===== config.mk =====
export PLATFORM = sky130hd
export DESIGN_NAME = sorted_timer_queue
export DESIGN_NICKNAME = d
export VERILOG_FILES = /design/src/hw/rtl/stq_pkg.sv /design/src/hw/rtl/stq_ctrl.sv /design/src/hw/rtl/stq_dp.sv /design/src/hw/rtl/sorted_timer_queue.sv
export SDC_FILE = /design/constraint.sdc
export NUM_CORES = 1
export LEC_CHECK = 0
export BUFFER_PORTS_ARGS = -buffer_cell sky130_fd_sc_hd__buf_2
export CAP_MARGIN = 0
export CORE_ASPECT_RATIO = 0.8
export CORE_UTILIZATION = 25
export DETAILED_ROUTE_END_ITERATION = 7
export GPL_ROUTABILITY_DRIVEN = 0
export PLACE_DENSITY_LB_ADDON = 0.15
export SETUP_SLACK_MARGIN = 0.2
export SYNTH_ARGS = -nofsm -noshare
export SYNTH_HDL_FRONTEND = slang
export SYNTH_SLANG_ARGS = --single-unit

===== constraint.sdc =====
create_clock -name clk -period 14.75 [get_ports clk]
set_input_delay 0.7375 -clock clk [delete_from_list [all_inputs] [get_ports clk]]
set_output_delay 0.7375 -clock clk [all_outputs]
set_load 0.01 [all_outputs]

===== src/hw/rtl/stq_pkg.sv =====
// ============================================================================
// stq_pkg
// Shared types and constants of the sorted timer queue.
// ============================================================================
`timescale 1ns / 1ps

package stq_pkg;

    // Number of timer slots and derived widths.
    localparam int TIMERS = 16;
    localparam int SLOT_W = $clog2(TIMERS);
    localparam int CNT_W  = $clog2(TIMERS + 1);

    // Fixed field widths.
    localparam int OP_W    = 2;
    localparam int ID_W    = 4;
    localparam int DELAY_W = 31;
    localparam int TIME_W  = 32;
    localparam int S_DATA_W = 72;
    localparam int M_DATA_W = 40;

    // Operation codes.
    localparam logic [OP_W-1:0] OP_TICK  = 2'd0;
    localparam logic [OP_W-1:0] OP_SET   = 2'd1;
    localparam logic [OP_W-1:0] OP_CLEAR = 2'd2;
    localparam logic [OP_W-1:0] OP_RSVD  = 2'd3;

    typedef enum logic [3:0] {
        ST_IDLE,
        ST_DISPATCH,
        ST_UNL_WALK,
        ST_INS_START,
        ST_INS_WALK,
        ST_HEAD,
        ST_STATUS,
        ST_TCHK,
        ST_FIRE,
        ST_FHEAD,
        ST_FEMIT
    } state_t;

    // Commands from the controller to the datapath.
    typedef struct packed {
        logic load;
        logic walk_start;
        logic walk_step;
        logic unlink;
        logic insert;
        logic fire;
        logic emit;
        logic emit_fire;
    } cmd_t;

    // Status from the datapath to the controller.
    typedef struct packed {
        logic [OP_W-1:0] op;
        logic            id_ok;
        logic            id_armed;
        logic            cur_is_id;
        logic            ins_more;
        logic            head_due;
        logic            out_free;
    } sts_t;

endpackage


===== src/hw/rtl/stq_ctrl.sv =====
// ============================================================================
// stq_ctrl
// Sequencer for list walks, insertion, removal and result emission.
// ============================================================================
`timescale 1ns / 1ps

module stq_ctrl
(
    input  logic           clk,
    input  logic           rst_n,
    input  logic           in_valid,
    output logic           in_ready,
    input  stq_pkg::sts_t  sts,
    output stq_pkg::cmd_t  cmd
);

    stq_pkg::state_t state_reg;
    stq_pkg::state_t state_next;

    always_ff @(posedge clk or negedge rst_n)
    begin
        if (!rst_n)
        begin
            state_reg <= stq_pkg::ST_IDLE;
        end
        else
        begin
            state_reg <= state_next;
        end
    end

    always_comb
    begin
        state_next = state_reg;
        cmd        = '0;
        in_ready   = 1'b0;
        case (state_reg)
            stq_pkg::ST_IDLE:
            begin
                in_ready = 1'b1;
                if (in_valid)
                begin
                    cmd.load   = 1'b1;
                    state_next = stq_pkg::ST_DISPATCH;
                end
            end
            stq_pkg::ST_DISPATCH:
            begin
                cmd.walk_start = 1'b1;
                if (sts.op == stq_pkg::OP_TICK)
                begin
                    state_next = stq_pkg::ST_TCHK;
                end
                else if ((sts.op == stq_pkg::OP_SET || sts.op == stq_pkg::OP_CLEAR)
                         && sts.id_ok)
                begin
                    if (sts.id_armed)
                    begin
                        state_next = stq_pkg::ST_UNL_WALK;
                    end
                    else if (sts.op == stq_pkg::OP_SET)
                    begin
                        state_next = stq_pkg::ST_INS_WALK;
                    end
                    else
                    begin
                        state_next = stq_pkg::ST_STATUS;
                    end
                end
                else
                begin
                    state_next = stq_pkg::ST_STATUS;
                end
            end
            stq_pkg::ST_UNL_WALK:
            begin
                if (sts.cur_is_id)
                begin
                    cmd.unlink = 1'b1;
                    state_next = (sts.op == stq_pkg::OP_SET) ? stq_pkg::ST_INS_START
                                                             : stq_pkg::ST_HEAD;
                end
                else
                begin
                    cmd.walk_step = 1'b1;
                end
            end
            stq_pkg::ST_INS_START:
            begin
                cmd.walk_start = 1'b1;
                state_next     = stq_pkg::ST_INS_WALK;
            end
            stq_pkg::ST_INS_WALK:
            begin
                if (sts.ins_more)
                begin
                    cmd.walk_step = 1'b1;
                end
                else
                begin
                    cmd.insert = 1'b1;
                    state_next = stq_pkg::ST_HEAD;
                end
            end
            stq_pkg::ST_HEAD:
            begin
                cmd.walk_start = 1'b1;
                state_next     = stq_pkg::ST_STATUS;
            end
            stq_pkg::ST_STATUS:
            begin
                if (sts.out_free)
                begin
                    cmd.emit   = 1'b1;
                    state_next = stq_pkg::ST_IDLE;
                end
            end
            stq_pkg::ST_TCHK:
            begin
                state_next = sts.head_due ? stq_pkg::ST_FIRE : stq_pkg::ST_STATUS;
            end
            stq_pkg::ST_FIRE:
            begin
                cmd.fire   = 1'b1;
                state_next = stq_pkg::ST_FHEAD;
            end
            stq_pkg::ST_FHEAD:
            begin
                cmd.walk_start = 1'b1;
                state_next     = stq_pkg::ST_FEMIT;
            end
            stq_pkg::ST_FEMIT:
            begin
                if (sts.out_free)
                begin
                    cmd.emit      = 1'b1;
                    cmd.emit_fire = 1'b1;
                    state_next    = sts.head_due ? stq_pkg::ST_FIRE : stq_pkg::ST_IDLE;
                end
            end
            default:
            begin
                state_next = stq_pkg::ST_IDLE;
            end
        endcase
    end

endmodule


===== src/hw/rtl/stq_dp.sv =====
// ============================================================================
// stq_dp
// Timer list storage, walk pointers and the result register.
// ============================================================================
`timescale 1ns / 1ps

module stq_dp
(
    input  logic                          clk,
    input  logic                          rst_n,
    input  stq_pkg::cmd_t                 cmd,
    output stq_pkg::sts_t                 sts,
    input  logic [stq_pkg::S_DATA_W-1:0]  s_data,
    output logic                          out_valid,
    input  logic                          out_ready,
    output logic [stq_pkg::M_DATA_W-1:0]  out_data,
    output logic                          out_last,
    output logic                          out_fired
);

    // List storage.
    logic [stq_pkg::TIME_W-1:0] expiry_mem [stq_pkg::TIMERS];
    logic [stq_pkg::SLOT_W-1:0] link_reg   [stq_pkg::TIMERS];
    logic [stq_pkg::TIMERS-1:0] armed_reg;
    logic [stq_pkg::SLOT_W-1:0] head_reg;
    logic [stq_pkg::CNT_W-1:0]  count_reg;

    // Walk and item registers.
    logic [stq_pkg::SLOT_W-1:0] cur_reg;
    logic [stq_pkg::SLOT_W-1:0] prev_reg;
    logic                       have_prev_reg;
    logic [stq_pkg::CNT_W-1:0]  step_reg;
    logic [stq_pkg::OP_W-1:0]   op_reg;
    logic [stq_pkg::ID_W-1:0]   id_reg;
    logic [stq_pkg::TIME_W-1:0] now_reg;
    logic [stq_pkg::TIME_W-1:0] when_reg;
    logic [stq_pkg::SLOT_W-1:0] fired_reg;

    // Result register.
    logic                       out_valid_reg;
    logic                       out_fired_reg;
    logic                       out_last_reg;
    logic [stq_pkg::ID_W-1:0]   out_id_reg;
    logic                       out_pend_reg;
    logic [stq_pkg::TIME_W-1:0] out_exp_reg;

    logic [stq_pkg::SLOT_W-1:0] slot;
    logic [stq_pkg::TIME_W-1:0] cur_exp;
    logic [stq_pkg::SLOT_W-1:0] cur_link;
    logic [stq_pkg::TIME_W-1:0] due_diff;
    logic [stq_pkg::TIME_W-1:0] ins_diff;
    logic                       head_due;
    logic                       out_free;

    assign slot     = id_reg[stq_pkg::SLOT_W-1:0];
    assign cur_exp  = expiry_mem[cur_reg];
    assign cur_link = link_reg[cur_reg];
    assign due_diff = cur_exp - now_reg;
    assign ins_diff = cur_exp - when_reg;
    assign head_due = (count_reg != '0)
                      && ((due_diff == '0) || due_diff[stq_pkg::TIME_W-1]);
    assign out_free = !out_valid_reg || out_ready;

    always_comb
    begin
        sts           = '0;
        sts.op        = op_reg;
        sts.id_ok     = (32'(id_reg) < stq_pkg::TIMERS);
        sts.id_armed  = armed_reg[slot];
        sts.cur_is_id = (cur_reg == slot);
        sts.ins_more  = (step_reg < count_reg) && ins_diff[stq_pkg::TIME_W-1];
        sts.head_due  = head_due;
        sts.out_free  = out_free;
    end

    // Expiration memory: one write port, read at the walk pointer.
    always_ff @(posedge clk)
    begin
        if (cmd.insert)
        begin
            expiry_mem[slot] <= when_reg;
        end
    end

    // Link storage and item registers (payload, no reset).
    always_ff @(posedge clk)
    begin
        if (cmd.load)
        begin
            op_reg   <= s_data[1:0];
            id_reg   <= s_data[5:2];
            now_reg  <= s_data[68:37];
            when_reg <= s_data[68:37] + {1'b0, s_data[36:6]};
        end
        if (cmd.walk_start)
        begin
            cur_reg <= head_reg;
        end
        else if (cmd.walk_step)
        begin
            prev_reg <= cur_reg;
            cur_reg  <= cur_link;
        end
        if (cmd.fire)
        begin
            fired_reg <= cur_reg;
        end
        if (cmd.unlink && have_prev_reg)
        begin
            link_reg[prev_reg] <= cur_link;
        end
        if (cmd.insert)
        begin
            link_reg[slot] <= (step_reg < count_reg) ? cur_reg : slot;
            if (have_prev_reg)
            begin
                link_reg[prev_reg] <= slot;
            end
        end
        if (cmd.emit)
        begin
            out_fired_reg <= cmd.emit_fire;
            out_last_reg  <= cmd.emit_fire ? !head_due : 1'b1;
            out_id_reg    <= cmd.emit_fire ? stq_pkg::ID_W'(fired_reg) : '0;
            out_pend_reg  <= (count_reg != '0);
            out_exp_reg   <= (count_reg != '0) ? cur_exp : '0;
        end
    end

    // List control state.
    always_ff @(posedge clk or negedge rst_n)
    begin
        if (!rst_n)
        begin
            armed_reg     <= '0;
            head_reg      <= '0;
            count_reg     <= '0;
            have_prev_reg <= 1'b0;
            step_reg      <= '0;
            out_valid_reg <= 1'b0;
        end
        else
        begin
            if (cmd.walk_start)
            begin
                have_prev_reg <= 1'b0;
                step_reg      <= '0;
            end
            else if (cmd.walk_step)
            begin
                have_prev_reg <= 1'b1;
                step_reg      <= step_reg + 1'b1;
            end
            if (cmd.unlink || cmd.fire)
            begin
                armed_reg[cur_reg] <= 1'b0;
                count_reg          <= count_reg - 1'b1;
                if (count_reg == stq_pkg::CNT_W'(1))
                begin
                    head_reg <= '0;
                end
                else if (cmd.fire || !have_prev_reg)
                begin
                    head_reg <= cur_link;
                end
            end
            if (cmd.insert)
            begin
                armed_reg[slot] <= 1'b1;
                count_reg       <= count_reg + 1'b1;
                if (!have_prev_reg)
                begin
                    head_reg <= slot;
                end
            end
            if (cmd.emit)
            begin
                out_valid_reg <= 1'b1;
            end
            else if (out_ready)
            begin
                out_valid_reg <= 1'b0;
            end
        end
    end

    assign out_valid = out_valid_reg;
    assign out_last  = out_last_reg;
    assign out_fired = out_fired_reg;
    assign out_data  = {3'b000, out_exp_reg, out_pend_reg, out_id_reg};

endmodule


===== src/hw/rtl/sorted_timer_queue.sv =====
// ============================================================================
// sorted_timer_queue
// Software timer list kept in order of expiration, with set, clear and tick.
// ============================================================================
// Usage: the slave stream carries commands (tick, set, clear). A set arms a
// slot at now plus delay, replacing any earlier arming; a clear disarms it.
// A tick fires every timer whose expiration is not after now, in list
// order. The master stream carries results: a set, a clear or a tick with
// nothing due gives one status item; a tick that fires timers gives one
// item per fired timer, tuser high, with tlast on the final one. Every item
// reports whether timers remain armed and the earliest pending expiration.
// Commands are handled one at a time: the next command is accepted only
// once the result of the last one is loaded into the output register.
// A tick fires due timers one by one from the list head. A set or clear of
// an armed timer walks the list to unlink it, and a set then walks it again
// to find its place in expiration order. The list walk, which follows one
// link per cycle, sets the cost.
// Reset clears all armed flags and empties the list; no clearing pass.
// When the receiver stalls, a finished item waits in the output register
// and the sequencer holds before producing the next one.
`timescale 1ns / 1ps

module sorted_timer_queue
(
    input  logic        clk,
    input  logic        rst_n,
    input  logic        s_tvalid,
    output logic        s_tready,
    // operation[1:0], timer_id[5:2], delay_ms[36:6], now_ms[68:37], zeros above.
    input  logic [71:0] s_tdata,
    output logic        m_tvalid,
    input  logic        m_tready,
    // fired_id[3:0], any_pending[4], next_expiration[36:5], zeros above.
    output logic [39:0] m_tdata,
    output logic        m_tlast,
    // fired_valid[0].
    output logic        m_tuser
);

    // Command and status between the sequencer and the datapath.
    stq_pkg::cmd_t cmd;
    stq_pkg::sts_t sts;

    stq_ctrl u_ctrl
    (
        .clk      (clk),
        .rst_n    (rst_n),
        .in_valid (s_tvalid),
        .in_ready (s_tready),
        .sts      (sts),
        .cmd      (cmd)
    );

    stq_dp u_dp
    (
        .clk       (clk),
        .rst_n     (rst_n),
        .cmd       (cmd),
        .sts       (sts),
        .s_data    (s_tdata),
        .out_valid (m_tvalid),
        .out_ready (m_tready),
        .out_data  (m_tdata),
        .out_last  (m_tlast),
        .out_fired (m_tuser)
    );

endmodule


* Yosys cells after proc, flatten, opt, wreduce, memory -nomap -nowiden
Memory sizes are Yosys's and may differ from the RTL's. A register that Yosys moved wholly into a read port is not among the register bits.
Index checks and enable logic that the tools add are counted.
** Storage, ports and cells
- Input bits :: 76
- Bits in registers :: 157
- RAM bits :: 576
- Logic and storage cells :: 146
- Output and inout bits :: 44
- Memories kept :: 2
** Operators by class
- $lt $le $gt $ge :: 5
- Mux-type cells :: 63
- Reductions and logical operators :: 23
- Equality and inequality tests :: 20
- Bitwise gates (word level) :: 8
- Add/sub/neg operators :: 6
** Memories
- u_dp.expiry_mem :: words 16, width 32, rd ports 1, clocked after memory_dff 1, write ports 1, line stq_dp.sv:22 : logic [stq_pkg::TIME_W-1:0] expiry_mem [stq_pkg::TIMERS];
- u_dp.link_reg :: words 16, width 4, rd ports 1, clocked after memory_dff 1, write ports 2, line stq_dp.sv:23 : logic [stq_pkg::SLOT_W-1:0] link_reg [stq_pkg::TIMERS];
** Operators by type and width (count)
- 4-bit two-way mux :: 21
- 32-bit subtractor :: 2
- 4-bit case mux with 11 select lines :: 1
- 32-bit by 31-bit adder with 32-bit output :: 1
- 32-bit logical NOT :: 1
- 16-bit two-way mux :: 2
- 1-bit two-way mux :: 27
- 5-bit two-way mux :: 4
- 16-bit bitwise AND :: 1
- 4-bit by 3-bit equality test with 1-bit output (second input constant) :: 4
- 16-bit inverter :: 1
- 16-bit OR :: 1
- 4-bit equality test (second input constant) :: 3
- 5-bit by 1-bit adder with 5-bit output (second input constant) :: 2
- 4-bit by 5-bit less-than comparator with 1-bit output (second input constant) :: 2
- 1-bit demux with 4-bit select :: 2
- 4-bit by 2-bit equality test with 1-bit output (second input constant) :: 2
- 4-bit equality test :: 2
- 4-bit by 1-bit >= comparator with 1-bit output (second input constant) :: 2
- 2-bit inequality test (second input constant) :: 3
- 2-bit nonzero test :: 3
- 5-bit by 1-bit equality test with 1-bit output (second input constant) :: 1
- 1-bit logical AND :: 5
- 1-bit logical OR :: 5
- 20 further kinds :: 27

* Longest topological paths before layout
- Depth in word-level cells :: 9
- Mapped depth :: 21
- Depth with buffers taken out :: 16

* Modules after synthesis
From an unflattened synthesis, not the netlist that was laid out.
** Second synthesis, totals
- Cells, all modules :: 2064
- Area total of the unflattened synthesis :: 33579.7 um^2
** Modules (own cells, without submodules)
- stq_dp :: sequential area each 21810.9 um^2, area each 33094.2 um^2, cells each 1997, instances 1
- stq_ctrl :: sequential area each 100.1 um^2, area each 485.5 um^2, cells each 67, instances 1

* Least setup slack after synthesis
No wires, ideal clock.
- Path type :: flip-flop to flip-flop
- From :: reg (tool-made name)
- To :: mem u_dp.expiry_mem[6][0] (netlist name) (enable)
- Buffers on the path :: 7
- Data required time :: 14329 ps
- Setup time :: 421 ps
- Clock period less this slack :: 6769 ps
- Data arrival time :: 6348 ps
- Stages on the path, launching flop included :: 20
- Setup slack :: 7981 ps
- Cell sequence :: dfxtp_1 buf_6 buf_2 buf_2 clkbuf_1 buf_2 mux4_2 mux4_2 ha_1 a21oi_1 o21ai_0 a2111oi_0 a2111oi_4 nor3_2 mux2i_2 nor2_2 buf_4 nand3b_1 clkbuf_1 nor2_1
** RTL lines (line)
- to (decl) :: stq_dp.sv:22

==> impl_metrics.ini <==
[outcome]
outcome = finished clean

[placement]
dp_cells = 3853
pre_cts_slack_ns = 5.965
postPlaceCellArea_um2 = 36320
port_buffers = 113
dp_hpwl_um = 59970

[critical_path]
slowest_stage = dfxtp_4
worstSetupStartpointType = register
crit_required_ns = 15.02
path_buf_inv = 3
path_cells = buf_12 -> buf_4 -> mux4_2 -> mux4_2 -> ha_1 -> a21oi_1 -> o21ai_0 -> a2111oi_0 -> a2111oi_4 -> nor3_2 -> mux2i_2 -> nor2_2 -> nand3_1 -> nor2_4 -> buf_4
crit_path_max_fanout = 79
cp.arrival_ns = 8.79
crit_family = simple AND/OR/NAND/NOR gates
crit_type = reg -> reg
critPathMaxStageDelay_ns = 0.90
worst_setup_path_end_kind = register

[logic_synthesis]
synth_top_cell_by_area = edfxtp_1
synthesis.area_um2 = 33540
synth_area_leaders = edfxtp_1 62%, mux4_2 12%, ha_1 3.8%
ys_async_sr_fraction = 0.04885
synth_cell_types = 87
yosysWarnings = 0
synth-edff-count = 697
syn_avg_cell_area_um2 = 16.36
seq_area_frac_synth = 0.6532
synth_ff_type = edfxtp_1
syn_inst = 2050
synth_top_cell_area_share = 0.6240
synth-seq-cells = 737

[layout]
n_antenna_cell = 0
drive_gt1_frac = 0.2238
area_growth_pct = 16.15
final_cells = 4002
nets = 2365
final_area_um2 = 38960
largest_reg_flops = 512

[clock_tree]
cts_tree = yes
cts_root_buf = clkbuf_16
h-tree-depth = 3
cts_buffers = 84
cts.clk_slew.worst_paths_ns = 0.06
cts.sinks = 737
cts_resized = 0
ctsHoldBuffers = 0
ctsLongestPathBuffers = 3
cts_setup_buffers = 0
clk_latency_ns = 0.67

[timing]
hold_viol_final = 0
skew_ns = 0.02682
setup_ws_ns = 6.230
worst_pin_slew_ns = 1.072
period_share = 0.5776
rsz0062_at_grt = false
slew_viol_final = 0
timing.fmax_mhz = 117.4
slew_headroom = 0.2818
final.setup.tns_ns = 0
period_needed_ns = 8.520
finalSetupViolCount = 0

[floorplanning]
start_util = 0.2534
coreArea_um2 = 132400
num_rows = 119
dieArea_um2 = 135700
io_pins = 120
fp.dieW_um = 411.5
die_y_um = 329.6

[route]
ant_nets = 0
drt_wl_total_um = 97460
dr.pass1.iters = 5
vias_per_cell = 4.765
drt_iter0_drc = 1436
vias = 19071
wire_per_inst_um = 24.35
drcViolationCount = 0

[grt]
grt_max_degree = 108
gr-usage-all-layers = 0.1432
grt_pass1_wl_um = 138600
grt_overflow_total = 0
antenna_found_initial = 2
grt_pass1_vias = 19205

[power]
p_per_area_nw_per_um2 = 222.3
power.total_mw = 8.663
p_leak_nw = 13.17
ir_drop_mv = 0.1262

[hold_path]
worstHoldPathType = in -> async

[flow_run]
max_cap_viol_count = 0
## stage by stage
stage,hold slack [ns],util
6_report,0.2049,0.2943
5_1_grt,0.2054,0.2943
4_1_cts,0.1803,0.2943
3_5_place_dp,0.4977,0.2744
3_3_place_gp,0.4834,0.2744
2_1_floorplan,0.4419,-
## synthesized netlist by cell type, types with 23 or more instances
master	n
ha_1	102
nand2_1	78
inv_1	97
and2_1	37
a21o_1	29
xnor2_1	35
o21a_1	23
dfrtp_1	36
buf_2	26
mux2i_1	78
a21oi_1	74
nor2_1	88
mux4_2	183
o21ai_0	90
clkbuf_1	57
edfxtp_1	697
## cell type report
cell class                      instances  area [µm²]
Clock buffer                           97        2257
Multi-Input combinational cell       1115       10970
Sequential cell                       737       21920
Inverter                               97       364.1
Timing Repair Buffer                  150       868.3
Tap cell                             1754        2195
Clock inverter                         52       385.4
Fill cell                           13057       93400
## final timing paths
kind | start | endpoint | slack [ns] | cells after the start
worst min-delay path | rst_n | u_dp.armed_reg[12] | 0.20 | 1
max in group asynchronous | rst_n | u_dp.have_prev_reg | 13.97 | 1
worst max-delay path | register | u_dp.expiry_mem[3][28] | 6.23 | 15
worst max register to register | register | u_dp.expiry_mem[3][28] | 6.23 | 15
min in group clk | s_tdata[2] | u_dp.id_reg[0] | 0.25 | 1
worst min register to register | u_dp.armed_reg[4] | u_dp.armed_reg[4] | 0.51 | 2
## where the power goes
group / total, mW / internal (mW) / switching [mW]
Sequential: 3.00 / 2.71 / 0.296
Clock: 2.02 / 1.18 / 0.847
Combinational: 3.63 / 1.46 / 2.17
Total: 8.66 / 5.35 / 3.31
## per-layer routing
| metal | global-route usage | vias to the layer above | share of wire |
|---|---|---|---|
| met5 | 0 | - | 0 |
| met4 | 0.03532 | 0 | 0.019 |
| met3 | 0.02729 | 119 | 0.048 |
| met2 | 0.2150 | 502 | 0.44 |
| met1 | 0.2113 | 10051 | 0.49 |
| li1 | - | 8399 | - |
## cell usage in the layout (no fill, tap or decap), drive strengths merged, types with 5 or more instances in the layout
| master | instances |
|---|---|
| xnor2 | 35 |
| nand2 | 78 |
| nor2 | 91 |
| buf | 150 |
| bufinv | 5 |
| o21ai | 92 |
| inv | 99 |
| mux2 | 7 |
| nand2b | 22 |
| o31a | 6 |
| mux2i | 82 |
| o22ai | 10 |
| nand3 | 22 |
| a21oi | 75 |
| ha | 102 |
| and3 | 8 |
| or2 | 10 |
| and2 | 37 |
| nand4 | 21 |
| o21bai | 18 |
| a211oi | 6 |
| xor2 | 17 |
| nor3 | 16 |
| clkbuf | 97 |
| mux4 | 183 |
| o211ai | 8 |
| o31ai | 9 |
| a21o | 29 |
| nor2b | 16 |
| clkinv | 41 |
| edfxtp | 697 |
| dfrtp | 36 |
| o21a | 23 |
| nor4 | 12 |
## logic make-up after synthesis
| family | Yosys count | synth area share |
|---|---|---|
| buf+inv | 200 | 0.02454 |
| xor+xnor | 52 | 0.01358 |
| mux | 272 | 0.1502 |
| fa+ha+maj | 104 | 0.03924 |
| compound gates | 326 | 0.06449 |
| flops | 737 | 0.6532 |
| simple gates | 358 | 0.05457 |
| other cells | 1 | 0.0001118 |
(Power assumes the default switching activity.)
